## src/sv/mavlink_frame_deframer_macros.svh

```systemverilog
// Assertion macros shared by the deframer RTL.
`ifndef MAVLINK_FRAME_DEFRAMER_MACROS_SVH
`define MAVLINK_FRAME_DEFRAMER_MACROS_SVH
`ifndef NO_ASSERTIONS
// Same-cycle implication, checked on every rising edge outside reset.
`define MFD_ASSERT_IMPL(label, clk, rst_n, ante, cons) \
	label: assert property (@(posedge clk) disable iff (!(rst_n)) (ante) |-> (cons)) \
		else $error("deframer check failed");
// Next-cycle implication.
`define MFD_ASSERT_NEXT(label, clk, rst_n, ante, cons) \
	label: assert property (@(posedge clk) disable iff (!(rst_n)) (ante) |=> (cons)) \
		else $error("deframer check failed");
`else
`define MFD_ASSERT_IMPL(label, clk, rst_n, ante, cons)
`define MFD_ASSERT_NEXT(label, clk, rst_n, ante, cons)
`endif
`endif

```

## src/sv/mfd_pkg.sv

```systemverilog
// Types and constants of the MAVLink frame deframer.
package mfd_pkg;

	localparam logic [7:0] STX_V1          = 8'hFE;
	localparam logic [7:0] STX_V2          = 8'hFD;
	localparam int unsigned INCOMPAT_SIGNED_BIT = 0;
	localparam logic [3:0] HDR_V1          = 4'd6;
	localparam logic [3:0] HDR_V2          = 4'd10;
	localparam logic [8:0] CRC_BYTES       = 9'd2;
	localparam logic [8:0] SIG_BYTES       = 9'd13;
	localparam logic [8:0] MAX_REMAIN      = 9'd270;

	typedef enum logic [3:0] {
		PH_HUNT   = 4'b0001,
		PH_LEN    = 4'b0010,
		PH_HEADER = 4'b0100,
		PH_REST   = 4'b1000
	} phase_t;

	typedef struct packed {
		logic [7:0]  echo_byte;
		logic        in_frame;
		logic [8:0]  byte_pos;
		logic        frame_done;
		logic [8:0]  frame_bytes;
		logic        is_v2;
		logic [7:0]  payload_bytes;
		logic [3:0]  payload_start;
		logic [7:0]  system_id;
		logic [7:0]  component_id;
		logic [23:0] message_id;
		logic        overflow_drop;
	} result_t;

endpackage

```

## src/sv/mfd_in_if.sv

```systemverilog
// Byte input channel of the deframer.
interface mfd_in_if;
	logic       valid;
	logic       ready;
	logic [7:0] data_byte;

	modport source (output valid, output data_byte, input ready);
	modport sink (input valid, input data_byte, output ready);
endinterface

```

## src/sv/mfd_out_if.sv

```systemverilog
// Result channel of the deframer.
interface mfd_out_if;
	logic            valid;
	logic            ready;
	mfd_pkg::result_t res;

	modport source (output valid, output res, input ready);
	modport sink (input valid, input res, output ready);
endinterface

```

## src/sv/mavlink_frame_deframer.sv

```systemverilog
// MAVLink v1/v2 frame deframer: byte echo with frame position and frame summary.
//
//   channel  dir  payload                                  transfer when
//   in       in   data_byte                                in.valid & in.ready
//   out      out  res (echo, position, summary, drop flag) out.valid & out.ready
//
// One byte per cycle sustained while out accepts results; a byte's result passes through
// the input register, then the result register, before it is shown on out.
// The frame state is updated in the same cycle a byte moves from the input
// register to the result register, so consecutive bytes never wait on each other.
// A stall on out holds the result register; the input register still takes one
// more byte, after which in.ready drops until the result moves on.
// Reset (arst_n low) empties both registers and returns the parser to hunting.
`include "mavlink_frame_deframer_macros.svh"

module mavlink_frame_deframer #(
	parameter int MAX_FRAME = 280
) (
	input  logic clk,
	input  logic arst_n,
	mfd_in_if.sink    in,
	mfd_out_if.source out
);

	// Input register
	logic       valid_s1;
	logic [7:0] byte_s1;

	// Result register
	logic             out_valid_q;
	mfd_pkg::result_t res_q;

	// Frame state
	mfd_pkg::phase_t phase_q, phase_d;
	logic        v2_q, v2_d;
	logic [3:0]  hdr_q, hdr_d;
	logic [8:0]  fill_q, fill_d;
	logic [7:0]  plen_q, plen_d;
	logic        signed_q, signed_d;
	logic [8:0]  left_q, left_d;
	logic [7:0]  sys_q, sys_d;
	logic [7:0]  comp_q, comp_d;
	logic [23:0] msg_q, msg_d;

	logic             adv;
	logic             load;
	logic [8:0]       fill_inc;
	logic [8:0]       left_dec;
	mfd_pkg::result_t res_d;

	// The result register frees up when empty or when its contents transfer.
	assign adv      = !out_valid_q || out.ready;
	assign load     = valid_s1 && adv;
	assign in.ready = !valid_s1 || adv;

	assign out.valid = out_valid_q;
	assign out.res   = res_q;

	assign fill_inc = fill_q + 9'd1;
	assign left_dec = left_q - 9'd1;

	// Next state and result for the byte in the input register.
	always_comb begin
		phase_d  = phase_q;
		v2_d     = v2_q;
		hdr_d    = hdr_q;
		fill_d   = fill_q;
		plen_d   = plen_q;
		signed_d = signed_q;
		left_d   = left_q;
		sys_d    = sys_q;
		comp_d   = comp_q;
		msg_d    = msg_q;

		res_d           = '0;
		res_d.echo_byte = byte_s1;

		unique case (phase_q)
			mfd_pkg::PH_HUNT: begin
				// Open a frame on either start byte; everything else passes as idle.
				if (byte_s1 == mfd_pkg::STX_V1 || byte_s1 == mfd_pkg::STX_V2) begin
					v2_d     = (byte_s1 == mfd_pkg::STX_V2);
					hdr_d    = (byte_s1 == mfd_pkg::STX_V2) ? mfd_pkg::HDR_V2
					                                         : mfd_pkg::HDR_V1;
					signed_d = 1'b0;
					sys_d    = '0;
					comp_d   = '0;
					msg_d    = '0;
					fill_d   = 9'd1;
					phase_d  = mfd_pkg::PH_LEN;
					res_d.in_frame = 1'b1;
				end
			end
			mfd_pkg::PH_LEN: begin
				res_d.in_frame = 1'b1;
				res_d.byte_pos = fill_q;
				fill_d  = fill_inc;
				plen_d  = byte_s1;
				phase_d = mfd_pkg::PH_HEADER;
			end
			mfd_pkg::PH_HEADER: begin
				res_d.in_frame = 1'b1;
				res_d.byte_pos = fill_q;
				fill_d = fill_inc;
				// Capture the header fields at their version-specific offsets.
				if (v2_q) begin
					case (fill_q)
						9'd2: signed_d = byte_s1[mfd_pkg::INCOMPAT_SIGNED_BIT];
						9'd5: sys_d = byte_s1;
						9'd6: comp_d = byte_s1;
						9'd7: msg_d[7:0] = byte_s1;
						9'd8: msg_d[15:8] = byte_s1;
						9'd9: msg_d[23:16] = byte_s1;
						default: ;
					endcase
				end else begin
					case (fill_q)
						9'd3: sys_d = byte_s1;
						9'd4: comp_d = byte_s1;
						9'd5: msg_d = {16'd0, byte_s1};
						default: ;
					endcase
				end
				// Header complete: load the count of payload, CRC and signature.
				if (fill_inc == {5'd0, hdr_q}) begin
					left_d  = {1'b0, plen_q} + mfd_pkg::CRC_BYTES
					        + ((v2_q && signed_q) ? mfd_pkg::SIG_BYTES : 9'd0);
					phase_d = mfd_pkg::PH_REST;
				end
			end
			mfd_pkg::PH_REST: begin
				res_d.in_frame = 1'b1;
				res_d.byte_pos = fill_q;
				fill_d = fill_inc;
				left_d = left_dec;
				if (left_dec == 9'd0) begin
					res_d.frame_done    = 1'b1;
					res_d.frame_bytes   = fill_inc;
					res_d.is_v2         = v2_q;
					res_d.payload_bytes = plen_q;
					res_d.payload_start = hdr_q;
					res_d.system_id     = sys_q;
					res_d.component_id  = comp_q;
					res_d.message_id    = msg_q;
					phase_d = mfd_pkg::PH_HUNT;
					fill_d  = '0;
				end
			end
			default: ;
		endcase

		// Size guard: drop a frame that reaches the limit without completing.
		if (phase_q != mfd_pkg::PH_HUNT && !res_d.frame_done
		    && fill_inc >= 9'(MAX_FRAME)) begin
			res_d.overflow_drop = 1'b1;
			phase_d = mfd_pkg::PH_HUNT;
			fill_d  = '0;
		end
	end

	// Control and frame state
	always_ff @(posedge clk or negedge arst_n) begin
		if (!arst_n) begin
			valid_s1    <= 1'b0;
			out_valid_q <= 1'b0;
			phase_q     <= mfd_pkg::PH_HUNT;
			v2_q        <= 1'b0;
			hdr_q       <= '0;
			fill_q      <= '0;
			plen_q      <= '0;
			signed_q    <= 1'b0;
			left_q      <= '0;
			sys_q       <= '0;
			comp_q      <= '0;
			msg_q       <= '0;
		end else begin
			if (in.valid && in.ready) begin
				valid_s1 <= 1'b1;
			end else if (adv) begin
				valid_s1 <= 1'b0;
			end
			if (adv) begin
				out_valid_q <= valid_s1;
			end
			if (load) begin
				phase_q  <= phase_d;
				v2_q     <= v2_d;
				hdr_q    <= hdr_d;
				fill_q   <= fill_d;
				plen_q   <= plen_d;
				signed_q <= signed_d;
				left_q   <= left_d;
				sys_q    <= sys_d;
				comp_q   <= comp_d;
				msg_q    <= msg_d;
			end
		end
	end

	// Payload registers
	always_ff @(posedge clk) begin
		if (in.valid && in.ready) begin
			byte_s1 <= in.data_byte;
		end
		if (load) begin
			res_q <= res_d;
		end
	end

	`MFD_ASSERT_IMPL(a_done_xor_drop, clk, arst_n, out_valid_q, !(res_q.frame_done && res_q.overflow_drop))
	`MFD_ASSERT_IMPL(a_idle_pos_zero, clk, arst_n, out_valid_q && !res_q.in_frame, res_q.byte_pos == 9'd0)
	`MFD_ASSERT_NEXT(a_done_rehunt, clk, arst_n, load && (res_d.frame_done || res_d.overflow_drop), phase_q == mfd_pkg::PH_HUNT && fill_q == 9'd0)
	`MFD_ASSERT_IMPL(a_left_bound, clk, arst_n, phase_q == mfd_pkg::PH_REST, left_q <= mfd_pkg::MAX_REMAIN && left_q != 9'd0)

endmodule

```

## src/flat_wrapper.sv

```systemverilog
// flat-port wrapper written by rule: the top's interface ports become plain ports
module mavlink_frame_deframer_flat 
#(
	parameter int MAX_FRAME = 280
)
  (clk, arst_n, in_valid, in_data_byte, in_ready, out_valid, out_res, out_ready);
  mfd_in_if in_i ();
  mfd_out_if out_i ();
  input  logic clk;
  input  logic arst_n;
  input wire logic [$bits(in_i.valid)-1:0] in_valid;
  input wire logic [$bits(in_i.data_byte)-1:0] in_data_byte;
  output wire logic [$bits(in_i.ready)-1:0] in_ready;
  output wire logic [$bits(out_i.valid)-1:0] out_valid;
  output wire logic [$bits(out_i.res)-1:0] out_res;
  input wire logic [$bits(out_i.ready)-1:0] out_ready;
  assign in_i.valid = in_valid;
  assign in_i.data_byte = in_data_byte;
  assign in_ready = in_i.ready;
  assign out_valid = out_i.valid;
  assign out_res = out_i.res;
  assign out_i.ready = out_ready;
  mavlink_frame_deframer #(.MAX_FRAME(MAX_FRAME)) u_core (.clk(clk), .arst_n(arst_n), .in(in_i), .out(out_i));
endmodule
```

## config.mk

```make
export PLATFORM = sky130hd
export DESIGN_NAME = mavlink_frame_deframer_flat
export DESIGN_NICKNAME = d
export VERILOG_FILES = /design/src/sv/mfd_pkg.sv /design/src/sv/mfd_in_if.sv /design/src/sv/mfd_out_if.sv /design/src/sv/mavlink_frame_deframer.sv /design/src/flat_wrapper.sv
export VERILOG_INCLUDE_DIRS = /design/src /design/src/sv
export SDC_FILE = /design/constraint.sdc
export NUM_CORES = 1
export LEC_CHECK = 0
export BUFFER_PORTS_ARGS = -buffer_cell sky130_fd_sc_hd__buf_4
export CAP_MARGIN = 20
export CORE_MARGIN = 2
export CORE_UTILIZATION = 40
export CTS_CLUSTER_SIZE = 16
export DETAILED_ROUTE_END_ITERATION = 12
export PLACE_DENSITY = 0.68
export SYNTH_ARGS = -nofsm -noshare
export SYNTH_HDL_FRONTEND = slang
export SYNTH_SLANG_ARGS = --single-unit
```

## constraint.sdc

```tcl
create_clock -name clk -period 11 [get_ports clk]
set_input_delay 1.65 -clock clk [delete_from_list [all_inputs] [get_ports clk]]
set_output_delay 1.65 -clock clk [all_outputs]
set_load 0.02 [all_outputs]
```

==> metrics.md, run 1 <==
| Metric | Value |
|---|---|
| Area growth, synth to finish | `20.3%` |
| WL/cell | `17.2 um` |
| Max-slew violation count | `0` |
| Worst VDD drop | `107 uV` |
| Distinct cells, synth | `65` |
| Post-detail-place hpwl | `~11 mm` |
| Final hold vios | `0` |
| CTS Buffer Depth | `2` |
| Layout Nets | `711` |
| Yosys reg bits | `between 150 and 200` |
| Syn nets | `between 600 and 700` |
| Clock Latency Late Sink | `420 ps` |
| Design area | `0.00877 mm^2` |
| Data required time of the critical path | `~9400 ps` |
| Die width | `139 um` |
| Max Cap Violations | `0` |
| GP Congestion | `between 0.8 and 0.9` |
| Post-synthesis xor/xnor area fraction | `1.32%` |
| Post-Synth Simple-Gate Area | `approximately 16%` |
| Clock sink count | `164` |
| Initial antenna violation count | `0` |
| Post-cts gate resize count | `0` |
| # rows | `a little under 50` |
| Setup slack after layout | `~7200 ps` |
| Worst hold slack | `479 ps` |
| M3 GR Usage | `3.56%` |
| Clock transition at path regs | `70 ps` |
| Number of flops mapped to enable cells by yosys | `88` |
| Antenna Nets Post-Route | `0` |
| Share of cells above drive strength 1 | `around a quarter` |
| Fmax | `0.265 GHz` |
| RSZ-0062 raised after global routing | `false` |
| Multiplexer area fraction after synthesis | `5.20%` |
| Post-layout min period | `approximately 3800 ps` |
| Async SR Flop Fraction | `~46%` |
| Iteration-0 DRC count of the detailed router | `~300` |
| Final setup fails | `0` |
| Post-CTS setup buffer count | `0` |
| Busiest grt layer | `met2` |
| Die ar. | `about 0.019 mm^2` |
| Compound-gate portion of the synthesized area | `between 10% and 20%` |
| Slew @ Worst Pin | `approximately 1000 ps` |
| Hold_sp | `u_core.msg_q[15]` |
| Antenna cells | `0` |
| GR Overflow Total | `0` |
| Status | `finished, final reports clean` |
| Final wirelength | `16.0 mm` |
| Syn Inst Count | `601` |
| Met1 track demand over resource | `between 20% and 30%` |
| Fill cell count | `1598` |
| PwrDens | `between 150 and 200 mW/mm^2` |
| Max incr delay on CP | `roughly 180 ps` |
| Worst r2r src | `u_core.fill_q[0]` |
| Crit-path most repeated cell | `buf_4` |
| Drt pass-1 iters | `4` |
| Largest net degree at the start of global routing | `a little under 90` |
| Worst Hold Class | `reg -> reg` |
| PortBufs | `94` |
| Placed cell area | `0.00817 mm^2` |
| Mapped cell area | `0.00729 mm^2` |
| Worst path arrival time | `around 2100 ps` |
| Critical path's slowest cell | `nand3b_1` |
| Post-Syn Area per Cell | `~12 um^2` |
| Register area share after synthesis | `between 60% and 70%` |
| Worst setup EP type | `primary output` |
| I/O pins | `96` |
| Accumulated negative setup slack | `0 ps` |
| Dpl cells | `898` |
| Setup WS pre-CTS | `6620 ps` |
| Primary FF master, synth | `edfxtp_1` |
| Total CTS buffers | `17` |
| Clock skew | `roughly 10 ps` |
| Adder-cell share of the synthesized area | `1.72%` |
| Type of origin of the critical path | `primary input` |
| Drt drc | `0` |
| Static leakage | `~0.0037 uW` |
| Core box area | `0.0179 mm^2` |
| Root Driver | `clkbuf_16` |
| CTS tree | `done` |
| First-pass GRT wire length | `25.7 mm` |
| Reg-to-reg slack, setup | `about 7500 ps` |
| Kind of critical path | `in -> out` |
| Starting Density | `~41%` |
| Die Y | `about 140 um` |
| Gr usage total | `between 10% and 20%` |
| Number of global-route vias before repair | `4910` |
| CP max FO | `3` |
| H-tree Lvls | `4` |
| M2 GR Usage | `26.8%` |
| Worst-path cell chain | `buf_4 -> nand3b_1 -> buf_4` |
| Buf+Inv Stages, Crit Path | `2` |
| Main combinational cell family by area after synthesis | `simple AND/OR/NAND/NOR gates` |
| Crit share post-route | `between 30% and 40%` |
| Final Instance Count excl. Fillers | `roughly 930` |
| Post-CTS Hold Fix Bufs | `0` |
| Vias per cell | `5.38` |
| Worst path top cell family by delay | `buffers and inverters` |
| Slew headroom | `32.8%` |
| Synth Warn # | `0` |
| Critical Path Source | `out_ready` |
| Routed vias | `~5.0k` |
==> cell usage in the layout (no fill, tap or decap), types with 6 or more instances in the layout <==
cell	Yosys	layout
nand2_1	56	56
and3_1	7	7
inv_1	15	15
and2_1	66	66
buf_4	5	97
a31oi_1	6	6
a21oi_1	11	11
o21ai_0	41	41
nor2_1	28	28
dfrtp_1	75	75
nor3_1	13	13
o31ai_1	6	6
xor2_1	6	6
nor2b_1	6	6
mux2_2	31	31
clkbuf_16	0	17
ha_1	10	10
nand2b_1	7	7
edfxtp_1	88	88
o21a_1	6	6
nand3_1	10	10
==> report_power, final <==
group / total, uW / leakage, uW / internal (uW) / switching [uW]
logic: 77.0 / 0.00146 / 27.5 / 49.6
registers: 681 / 0.00191 / 671 / 10.1
clock network: 578 / 0.000283 / 324 / 253
total: 1340 / 0.00366 / 1020 / 313
==> registers in the layout, indices dropped and copies added, names as in the netlist <==
register          cells
u_core.byte_s1        8
u_core.comp_q         8
u_core.fill_q         9
u_core.hdr_q          2
u_core.left_q         9
u_core.msg_q         24
u_core.out.res       80
u_core.out.valid      1
u_core.phase_q        4
u_core.plen_q         8
u_core.signed_q       1
u_core.sys_q          8
u_core.v2_q           1
u_core.valid_s1       1
==> metrics by stage <==
stage               total power, uW  utilization, %
floorplan                       728               -
global placement                770            45.6
detailed placement              771            45.6
CTS                            1350            48.9
global route                   1380            49.0
finish                         1340            49.0
==> synth_stat cells, types with 2 or more instances <==
master | number | area [um^2]
edfxtp_1 | 88 | 2640
dfrtp_1 | 75 | 1880
and2_1 | 66 | 413
nand2_1 | 56 | 210
o21ai_0 | 41 | 205
mux2_2 | 31 | 349
nor2_1 | 28 | 105
clkbuf_1 | 17 | 63.8
inv_1 | 15 | 56.3
nor3_1 | 13 | 65.1
a21oi_1 | 11 | 55.1
ha_1 | 10 | 125
nand3_1 | 10 | 50.1
and3_1 | 7 | 43.8
nand2b_1 | 7 | 43.8
a31oi_1 | 6 | 37.5
buf_2 | 6 | 30.0
nor2b_1 | 6 | 37.5
o21a_1 | 6 | 45.0
o31ai_1 | 6 | 45.0
xor2_1 | 6 | 52.6
a211oi_1 | 5 | 37.5
buf_4 | 5 | 37.5
or2_2 | 5 | 31.3
or3_1 | 5 | 31.3
xnor2_1 | 5 | 43.8
a221o_1 | 4 | 40.0
nand4_1 | 4 | 25.0
o21ai_1 | 4 | 20.0
a22oi_1 | 3 | 22.5
mux2i_1 | 3 | 30.0
nor2_2 | 3 | 18.8
o22ai_1 | 3 | 18.8
o2bb2ai_1 | 3 | 26.3
a22o_1 | 2 | 17.5
a2bb2oi_1 | 2 | 17.5
a32o_1 | 2 | 20.0
nand3b_1 | 2 | 15.0
nor3b_1 | 2 | 15.0
o21bai_1 | 2 | 15.0
o41ai_1 | 2 | 17.5
==> metal layers <==
metal,vias up,wire length (um)
met4,0,367
met1,2485,7210
met3,32,783
met2,158,7610
met5,-,0
li1,2333,-
==> cells by family after synthesis <==
group           Yosys count
flops                   164
other cells               1
fa+ha+maj                10
xor+xnor                 11
simple gates            221
mux                      34
compound gates          114
buf+inv                  46
==> cell type report <==
type | instances | area (um^2) | share of cell area (%)
well taps | 229 | 287 | 3.27
multi-input cells | 391 | 2540 | 29.0
flip-flops and latches | 164 | 4550 | 51.8
inverters | 16 | 61.3 | 0.699
clock buffers | 18 | 439 | 5.01
repair buffers | 99 | 761 | 8.67
clock inverters | 14 | 140 | 1.60
==> final timing paths <==
kind,to,depth (start not counted)
min in group asynchronous,u_core.plen_q[6],1
worst min-delay path,u_core.msg_q[15],2
worst min register to register,u_core.msg_q[15],2
max in group asynchronous,u_core.msg_q[7],1
worst max-delay path,in_ready,3
worst max register to register,u_core.fill_q[6],8
==> worst min-delay path: cells and delay by family, from the launching register on <==
kind            cells  cell delay (ps)
compound gates      1               60
flops               1              340
simple gates        1               40
(Power assumes the default switching activity.)
==> inputs of run 2 (changes only) <==
--- a/config.mk
+++ b/config.mk
@@ -6,13 +6,14 @@
 export SDC_FILE = /design/constraint.sdc
 export NUM_CORES = 1
 export LEC_CHECK = 0
+export ABC_AREA = 1
 export BUFFER_PORTS_ARGS = -buffer_cell sky130_fd_sc_hd__buf_4
 export CAP_MARGIN = 20
 export CORE_MARGIN = 2
 export CORE_UTILIZATION = 40
 export CTS_CLUSTER_SIZE = 16
 export DETAILED_ROUTE_END_ITERATION = 12
-export PLACE_DENSITY = 0.68
+export PLACE_DENSITY = 0.7
 export SYNTH_ARGS = -nofsm -noshare
 export SYNTH_HDL_FRONTEND = slang
 export SYNTH_SLANG_ARGS = --single-unit
==> constraint.sdc (replaced) <==
create_clock -name clk -period 3.3 [get_ports clk]
set_input_delay 0.495 -clock clk [delete_from_list [all_inputs] [get_ports clk]]
set_output_delay 0.495 -clock clk [all_outputs]
set_load 0.02 [all_outputs]
==> run 2 against run 1 <==
Effect of this change: worst setup slack worse by 6600 ps; critical endpoint is now u_core.fill_q[1]; first-iteration DRC count grew 44%; count of clock-buffer cells in the layout rose by 3; synthesized area increased by 2.0%; combinational power rose to 5.7 times the previous value; highest routed layer unchanged; via count increased by 10%.
==> metrics.md, run 2 <==
| Metric | Value |
|---|---|
| Primary FF master, synth | `edfxtp_1` |
| Top area cells in the synthesized netlist | `edfxtp_1, dfrtp_1, nand2_1` |
| Reg2reg path depth | `14 (+6)` |
| CTS tree | `done` |
| Area growth, synth to finish | `20.8%` |
| Clock Latency Late Sink | `440 ps (+20 ps)` |
| H-tree Lvls | `4 (unchanged)` |
| Yosys reg bits | `164 (unchanged)` |
| Mapped cell area | `0.00743 mm^2 (+2.0%)` |
| Final hold vios | `0 (unchanged)` |
| Worst path arrival time | `3040 ps (+920 ps)` |
| Layout Nets | `928 (+31%)` |
| Largest net degree at the start of global routing | `77 (-13%)` |
| Syn nets | `828 (+33%)` |
| Share of cells above drive strength 1 | `17.4% (-7.9 points)` |
| Die width | `140 um (+0.94%)` |
| Final wirelength | `16.5 mm (+3.3%)` |
| Slew headroom | `50.4% (+18 points)` |
| Type of origin of the critical path | `flip-flop` |
| Slew @ Worst Pin | `745 ps (-263 ps)` |
| CP max FO | `11 (+8)` |
| Post-detail-place hpwl | `11.3 mm (+2.1%)` |
| Clock Power Share | `41.6% (-1.6 points)` |
| Clock sink count | `164 (unchanged)` |
| Kind of critical path | `reg -> reg` |
| Crit share post-route | `80.5%` |
| Starting Density | `41.1% (+0.37 points)` |
| Number of global-route vias before repair | `5230 (+6.5%)` |
| Async SR Flop Fraction | `46.3% (unchanged)` |
| Initial antenna violation count | `0 (unchanged)` |
| Critical path's slowest cell | `nand4_1` |
| Accumulated negative setup slack | `0 ps (unchanged)` |
| Commonest non-fill, non-tap cell in the layout | `nand2_1` |
| Final core occ | `49.7% (+0.66 points)` |
| Area leader, netlist | `edfxtp_1` |
| Gr usage total | `17.2% (+0.50 points)` |
| Register area share after synthesis | `61.1% (-1.2 points)` |
| Distinct cells, synth | `38 (-42%)` |
| Max reg flops | `80 (unchanged)` |
| RSZ-0062 raised after global routing | `false` |
| GP Congestion | `0.872 (+3.8%)` |
| Core box area | `0.0181 mm^2 (+1.0%)` |
| Status | `finished, final reports clean` |
| I/O pins | `96 (unchanged)` |
| List of most frequent post-synthesis cells | `nand2_1, inv_1, nor2_1, edfxtp_1, dfrtp_1` |
| Worst setup EP type | `flip-flop` |
| Pint | `3560 uW (+250%)` |
| Static leakage | `0.00412 uW (+13%)` |
| Number of flops mapped to enable cells by yosys | `88 (unchanged)` |
| Drt pass-1 iters | `5 (+1)` |
| PortBufs | `94 (unchanged)` |
| Max-slew violation count | `0 (unchanged)` |
| Routed vias | `5530 (+10%)` |
| Antenna Nets Post-Route | `0 (unchanged)` |
| Total CTS buffers | `17 (unchanged)` |
| Iteration-0 DRC count of the detailed router | `446 (+44%)` |
| WL/cell | `14.4 um (-16%)` |
| Data required time of the critical path | `3680 ps (-5670 ps)` |
| Fmax | `around 0.38 GHz` |
| Worst VDD drop | `354 uV (+230%)` |
| Max incr delay on CP | `510 ps (+330 ps)` |
| GR Overflow Total | `0 (unchanged)` |
| Clock skew | `10.4 ps (+0.0617 ps)` |
| Die Y | `140 um (+0.94%)` |
| Overall Power | `4780 uW (+260%)` |
| # rows | `49 (unchanged)` |
| Final setup fails | `0 (unchanged)` |
| CTS Buffer Depth | `2 (unchanged)` |
| Crit-path most repeated cell | `nand2_1` |
| Clock transition at path regs | `70 ps (about the same)` |
| Syn Inst Count | `806 (+34%)` |
| Vias per cell | `4.82 (-10%)` |
| Root Driver | `clkbuf_16` |
| Drt drc | `0 (unchanged)` |
| Worst-path cell chain | `inv_1 -> ha_1 -> nand2_1 -> nor2_1 -> nand2_1 -> nand2_1 -> nand2_1 -> nor2_1 -> nand4_1 -> nand2_2 -> nand2_2 -> nor2_4 -> nand2_1 -> nand2_1` |
| Net Sw Frac | `25.5% (+2.0 points)` |
| Post-layout min period | `2660 ps` |
| Post-CTS setup buffer count | `0 (unchanged)` |
| First-pass GRT wire length | `26.5 mm (+3.3%)` |
| Most frequent cells in the layout | `nand2_1, inv_1, nor2_1, buf_4, edfxtp_1` |
| Antenna cells | `0 (unchanged)` |
| Worst Hold Class | `in -> reg` |
| Top-area cell type share of the netlist area | `35.5% (-0.70 points)` |
| Combinational Power Share | `9.2% (+3.4 points)` |
| PwrDens | `532 mW/mm^2 (+250%)` |
| Synth Warn # | `0 (unchanged)` |
| Post-Syn Area per Cell | `9.22 um^2 (-24%)` |
| Most common cell in the synthesized netlist | `nand2_1` |
| Max Cap Violations | `0 (unchanged)` |
| Die ar. | `0.0197 mm^2 (+1.9%)` |
| Min-Delay Path Depth | `1 (-1)` |
| Seq pwr share | `49.2% (-1.8 points)` |
| Switch Pwr | `1220 uW (+290%)` |
==> run 2: changes by cell type in the layout (fill, tap and decap cells not counted), sizes merged, moves of 7 or more <==
cell / before / now
and3: 7 / 0
nand3: 11 / 58
nor3: 13 / 1
inv: 22 / 139
nor2: 31 / 116
nand2: 56 / 220
nand2b: 7 / 0
and2: 66 / 1
mux2: 31 / 1
==> run 2: per-stage QoR <==
| step | hold WS (ps) | area [um^2] | worst slack [ps] | cells |
|---|---|---|---|---|
| after floorplan | 199 | 7440 | 298 | 806 |
| after global placement | 454 | 8350 | 823 | 1114 |
| after detailed placement | 459 | 8350 | 692 | 1114 |
| after CTS | 218 | 8950 | 673 | 1146 |
| after global routing | 221 | 8980 | 310 | 1148 |
| final | 233 | 8980 | 644 | 1148 |
==> run 2: per-layer routing <==
layer | up-vias | part of all wire (%) | global-route usage, %
met5 | - | 0 | 0
met4 | 0 | 1.5 | 5.79
met3 | 27 | 4.9 | 4.17
met2 | 148 | 46 | 26.7
met1 | 2602 | 47 | 23.8
li1 | 2753 | - | -
==> run 2: power groups by stage <==
stage / Combinational, uW / Sequential (uW) / Clock, uW
after floorplan: 71.9 / 2530 / 0
after global placement: 435 / 2400 / 0
after detailed placement: 442 / 2390 / 0
after CTS: 442 / 2360 / 2020
after global routing: 466 / 2370 / 2100
final: 439 / 2350 / 1990
==> run 2: worst max-delay path: cells and delay by family, from the launching register on <==
family                     cells  cell delay, ps
buffers and inverters          1             140
adders and majority gates      1             260
DFF                            1             410
and+or+nand+nor               12            1770
==> run 2: worst paths after layout <==
path                                     end  slack [ps]              from
setup / recovery            u_core.fill_q[1]         640  u_core.left_q[0]
min in group asynchronous   u_core.left_q[8]         430            arst_n
setup reg to reg            u_core.fill_q[1]         640  u_core.left_q[0]
hold / removal             u_core.byte_s1[3]         230   in_data_byte[3]
max in group asynchronous  u_core.phase_q[0]        2290            arst_n
hold reg to reg             u_core.msg_q[12]         470  u_core.msg_q[12]
==> run 2: cell type report <==
type / count / area, um^2
clock buffer: 21 / 493
clock inverter: 11 / 103
fill: 1652 / 9100
inverter: 133 / 503
multi-input combinational: 488 / 2250
sequential: 164 / 4550
tap: 229 / 287
timing repair buffer: 102 / 801
==> run 2: what timing repair did <==
action | in CTS | in global routing
endpoints found under the hold margin | 0 | 7
hold buffers | 0 | 1
gates resized for setup | 0 | 0
==> run 2: logic make-up (layout without fill, tap and decap cells) <==
logic type | Yosys count | count (layout) | share of synthesized area (%)
XOR/XNOR | 2 | 2 | 0.236
AO/OA/AOI/OAI | 62 | 62 | 4.78
other | 1 | 1 | 0.0504
buffers and inverters | 154 | 267 | 8.57
adder cells (fa/ha/maj) | 10 | 10 | 1.68
flip-flops | 164 | 164 | 61.1
multiplexers | 1 | 1 | 0.151
AND/OR/NAND/NOR | 412 | 412 | 23.4
==> inputs of run 3 (changes only) <==
==> constraint.sdc (replaced) <==
create_clock -name clk -period 2.2 [get_ports clk]
set_input_delay 0.33 -clock clk [delete_from_list [all_inputs] [get_ports clk]]
set_output_delay 0.33 -clock clk [all_outputs]
set_load 0.02 [all_outputs]
==> run 3 against run 2 <==
Effect of this change: die area unchanged; largest cell class unchanged; first-iteration DRC count up 3.4%; worst hold slack worse by 170 ps; worst setup slack worse by 500 ps; largest power group unchanged; via count up 2.2%; sequential power up 50%; critical path depth down 7; register-to-register slack worse by 500 ps; highest routed layer unchanged.
==> metrics.md, run 3 (synthesis results as in run 2) <==
| Metric | Value |
|---|---|
| Crit share post-route | `93.4% (+13 points)` |
| Clock skew | `20.0 ps (+9.60 ps)` |
| Core box area | `0.0181 mm^2 (unchanged)` |
| Layout Nets | `951 (+2.5%)` |
| Initial antenna violation count | `0 (unchanged)` |
| Max-slew violation count | `0 (unchanged)` |
| Critical Path Source | `u_core.fill_q[4]` |
| Root Driver | `clkbuf_16` |
| Reg2reg path depth | `7 (-7)` |
| Commonest non-fill, non-tap cell in the layout | `nand2_1` |
| Die width | `140 um (unchanged)` |
| Kind of critical path | `reg -> reg` |
| Final wirelength | `16.6 mm (+0.55%)` |
| Worst Hold Class | `in -> reg` |
| Slew headroom | `62.9% (+13 points)` |
| Fill cell count | `1672 (+1.2%)` |
| Worst VDD drop | `605 uV (+71%)` |
| Static leakage | `0.00422 uW (+2.5%)` |
| Clock Latency Late Sink | `440 ps (about the same)` |
| # rows | `49 (unchanged)` |
| Final Instance Count excl. Fillers | `1171 (+2.0%)` |
| GP Congestion | `0.840 (-3.7%)` |
| Die ar. | `0.0197 mm^2 (unchanged)` |
| Clock sink count | `164 (unchanged)` |
| Final setup fails | `0 (unchanged)` |
| CTS tree | `done` |
| GR Overflow Total | `0 (unchanged)` |
| Gr usage total | `17.6% (+0.44 points)` |
| FF-to-FF End | `u_core.msg_q[7]` |
| Final hold vios | `0 (unchanged)` |
| Fmax | `0.487 GHz (+29%)` |
| Worst path arrival time | `2390 ps (-650 ps)` |
| PwrDens | `773 mW/mm^2 (+45%)` |
| Worst r2r src | `u_core.fill_q[4]` |
| PortBufs | `94 (unchanged)` |
| Status | `finished, final reports clean` |
| Sequential standard cell area | `0.00455 mm^2 (+0.14%)` |
| Clock transition at path regs | `70 ps (about the same)` |
| Total CTS buffers | `17 (unchanged)` |
| CTS Buffer Depth | `2 (unchanged)` |
| Multi-input gate area | `0.00232 mm^2 (+3.2%)` |
| RSZ-0062 raised after global routing | `true` |
| Number of global-route vias before repair | `5594 (+7.0%)` |
| I/O pins | `96 (unchanged)` |
| Die Y | `140 um (unchanged)` |
| Area growth, synth to finish | `24.3%` |
| Reg-to-reg slack, setup | `150 ps (-500 ps)` |
| Antenna cells | `0 (unchanged)` |
| Post-detail-place hpwl | `11.6 mm (+3.1%)` |
| Antenna Nets Post-Route | `0 (unchanged)` |
| Share of cells above drive strength 1 | `21.5% (+4.1 points)` |
| CP max FO | `27 (+16)` |
| WL/cell | `14.2 um (-1.4%)` |
| Worst Setup EP | `u_core.msg_q[7]` |
| Largest net degree at the start of global routing | `41 (-47%)` |
| Starting Density | `41.1% (unchanged)` |
| Max reg flops | `80 (unchanged)` |
| Type of origin of the critical path | `flip-flop` |
| H-tree Lvls | `4 (unchanged)` |
| Data required time of the critical path | `2530 ps (-1150 ps)` |
| Post-layout min period | `2050 ps (-602 ps)` |
| First-pass GRT wire length | `27.3 mm (+3.0%)` |
| Worst setup EP type | `flip-flop` |
| Iteration-0 DRC count of the detailed router | `461 (+3.4%)` |
| Final core occ | `51.1% (+1.4 points)` |
| Slew @ Worst Pin | `556 ps (-188 ps)` |
| Max Cap Violations | `0 (unchanged)` |
| Dpl cells | `1131 (+1.5%)` |
| Most frequent cells in the layout | `nand2_1, inv_1, buf_4, nor2_1, edfxtp_1` |
| Drt drc | `0 (unchanged)` |
| Vias per cell | `4.82 (+0.16%)` |
| Routed vias | `5650 (+2.2%)` |
| Drt pass-1 iters | `5 (unchanged)` |
==> run 3: layout make-up <==
type                            count  area share [%]
Clock buffer                       20            5.19
Clock inverter                     12            1.18
Inverter                          133            5.50
Multi-Input combinational cell    488            25.2
Sequential cell                   164            49.3
Tap cell                          229            3.10
Timing Repair Buffer              125            10.6
==> run 3: what timing repair did <==
item / CTS / global route
pin swaps: 3 / 3
resized for setup: 2 / 19
hold buffers: 1 / 0
hold endpoints to repair: 38 / 0
endpoints found under the setup margin: 14 / 108
setup buffers: 1 / 6
==> run 3: layer usage <==
| layer | vias up | GRT usage [%] | routed length, um |
|---|---|---|---|
| met5 | - | 0 | 0 |
| met4 | 0 | 6.43 | 264 |
| met3 | 22 | 4.03 | 671 |
| met2 | 126 | 28.0 | 7850 |
| met1 | 2705 | 23.7 | 7810 |
| li1 | 2797 | - | - |
==> run 3: stage by stage <==
step                hold WS, ps  TNS (ps)  instance area (um^2)  power, uW  worst slack, ps
detailed placement          360     -58.1                  8530       4270            -13.1
floorplan                  34.4    -27880                  7470       3910             -439
CTS                        50.9     -14.3                  9140       7200            -14.3
finish                     62.9         0                  9240       7140              146
global route               48.4     -4.18                  9240       7380            -2.15
global placement            356      -133                  8530       4270            -33.0
==> run 3: critical path: stages (launching register included) <==
cell      delay, ps
dfrtp_1         470
nor4_4          460
nand4_1         280
a21boi_4        240
buf_12          180
nand2_2         140
nand2_1         110
nand2_1          50
==> run 3: worst min path at each step <==
| stage | start | endpoint | slack [ps] | cells after the start |
|---|---|---|---|---|
| CTS | in_data_byte[0] | u_core.byte_s1[0] | 50 | 1 |
| detailed placement | arst_n | u_core.fill_q[5] | 360 | 1 |
| global placement | arst_n | u_core.fill_q[6] | 360 | 1 |
| floorplan | arst_n | u_core.comp_q[0] | 30 | 0 |
| finish | in_data_byte[0] | u_core.byte_s1[0] | 60 | 1 |
| global route | in_data_byte[5] | u_core.byte_s1[5] | 50 | 1 |
==> run 3: report_power, final <==
group          switching (uW)  internal [uW]
registers                73.6           3460
logic                     436            238
clock network            1320           1620
total                    1830           5320
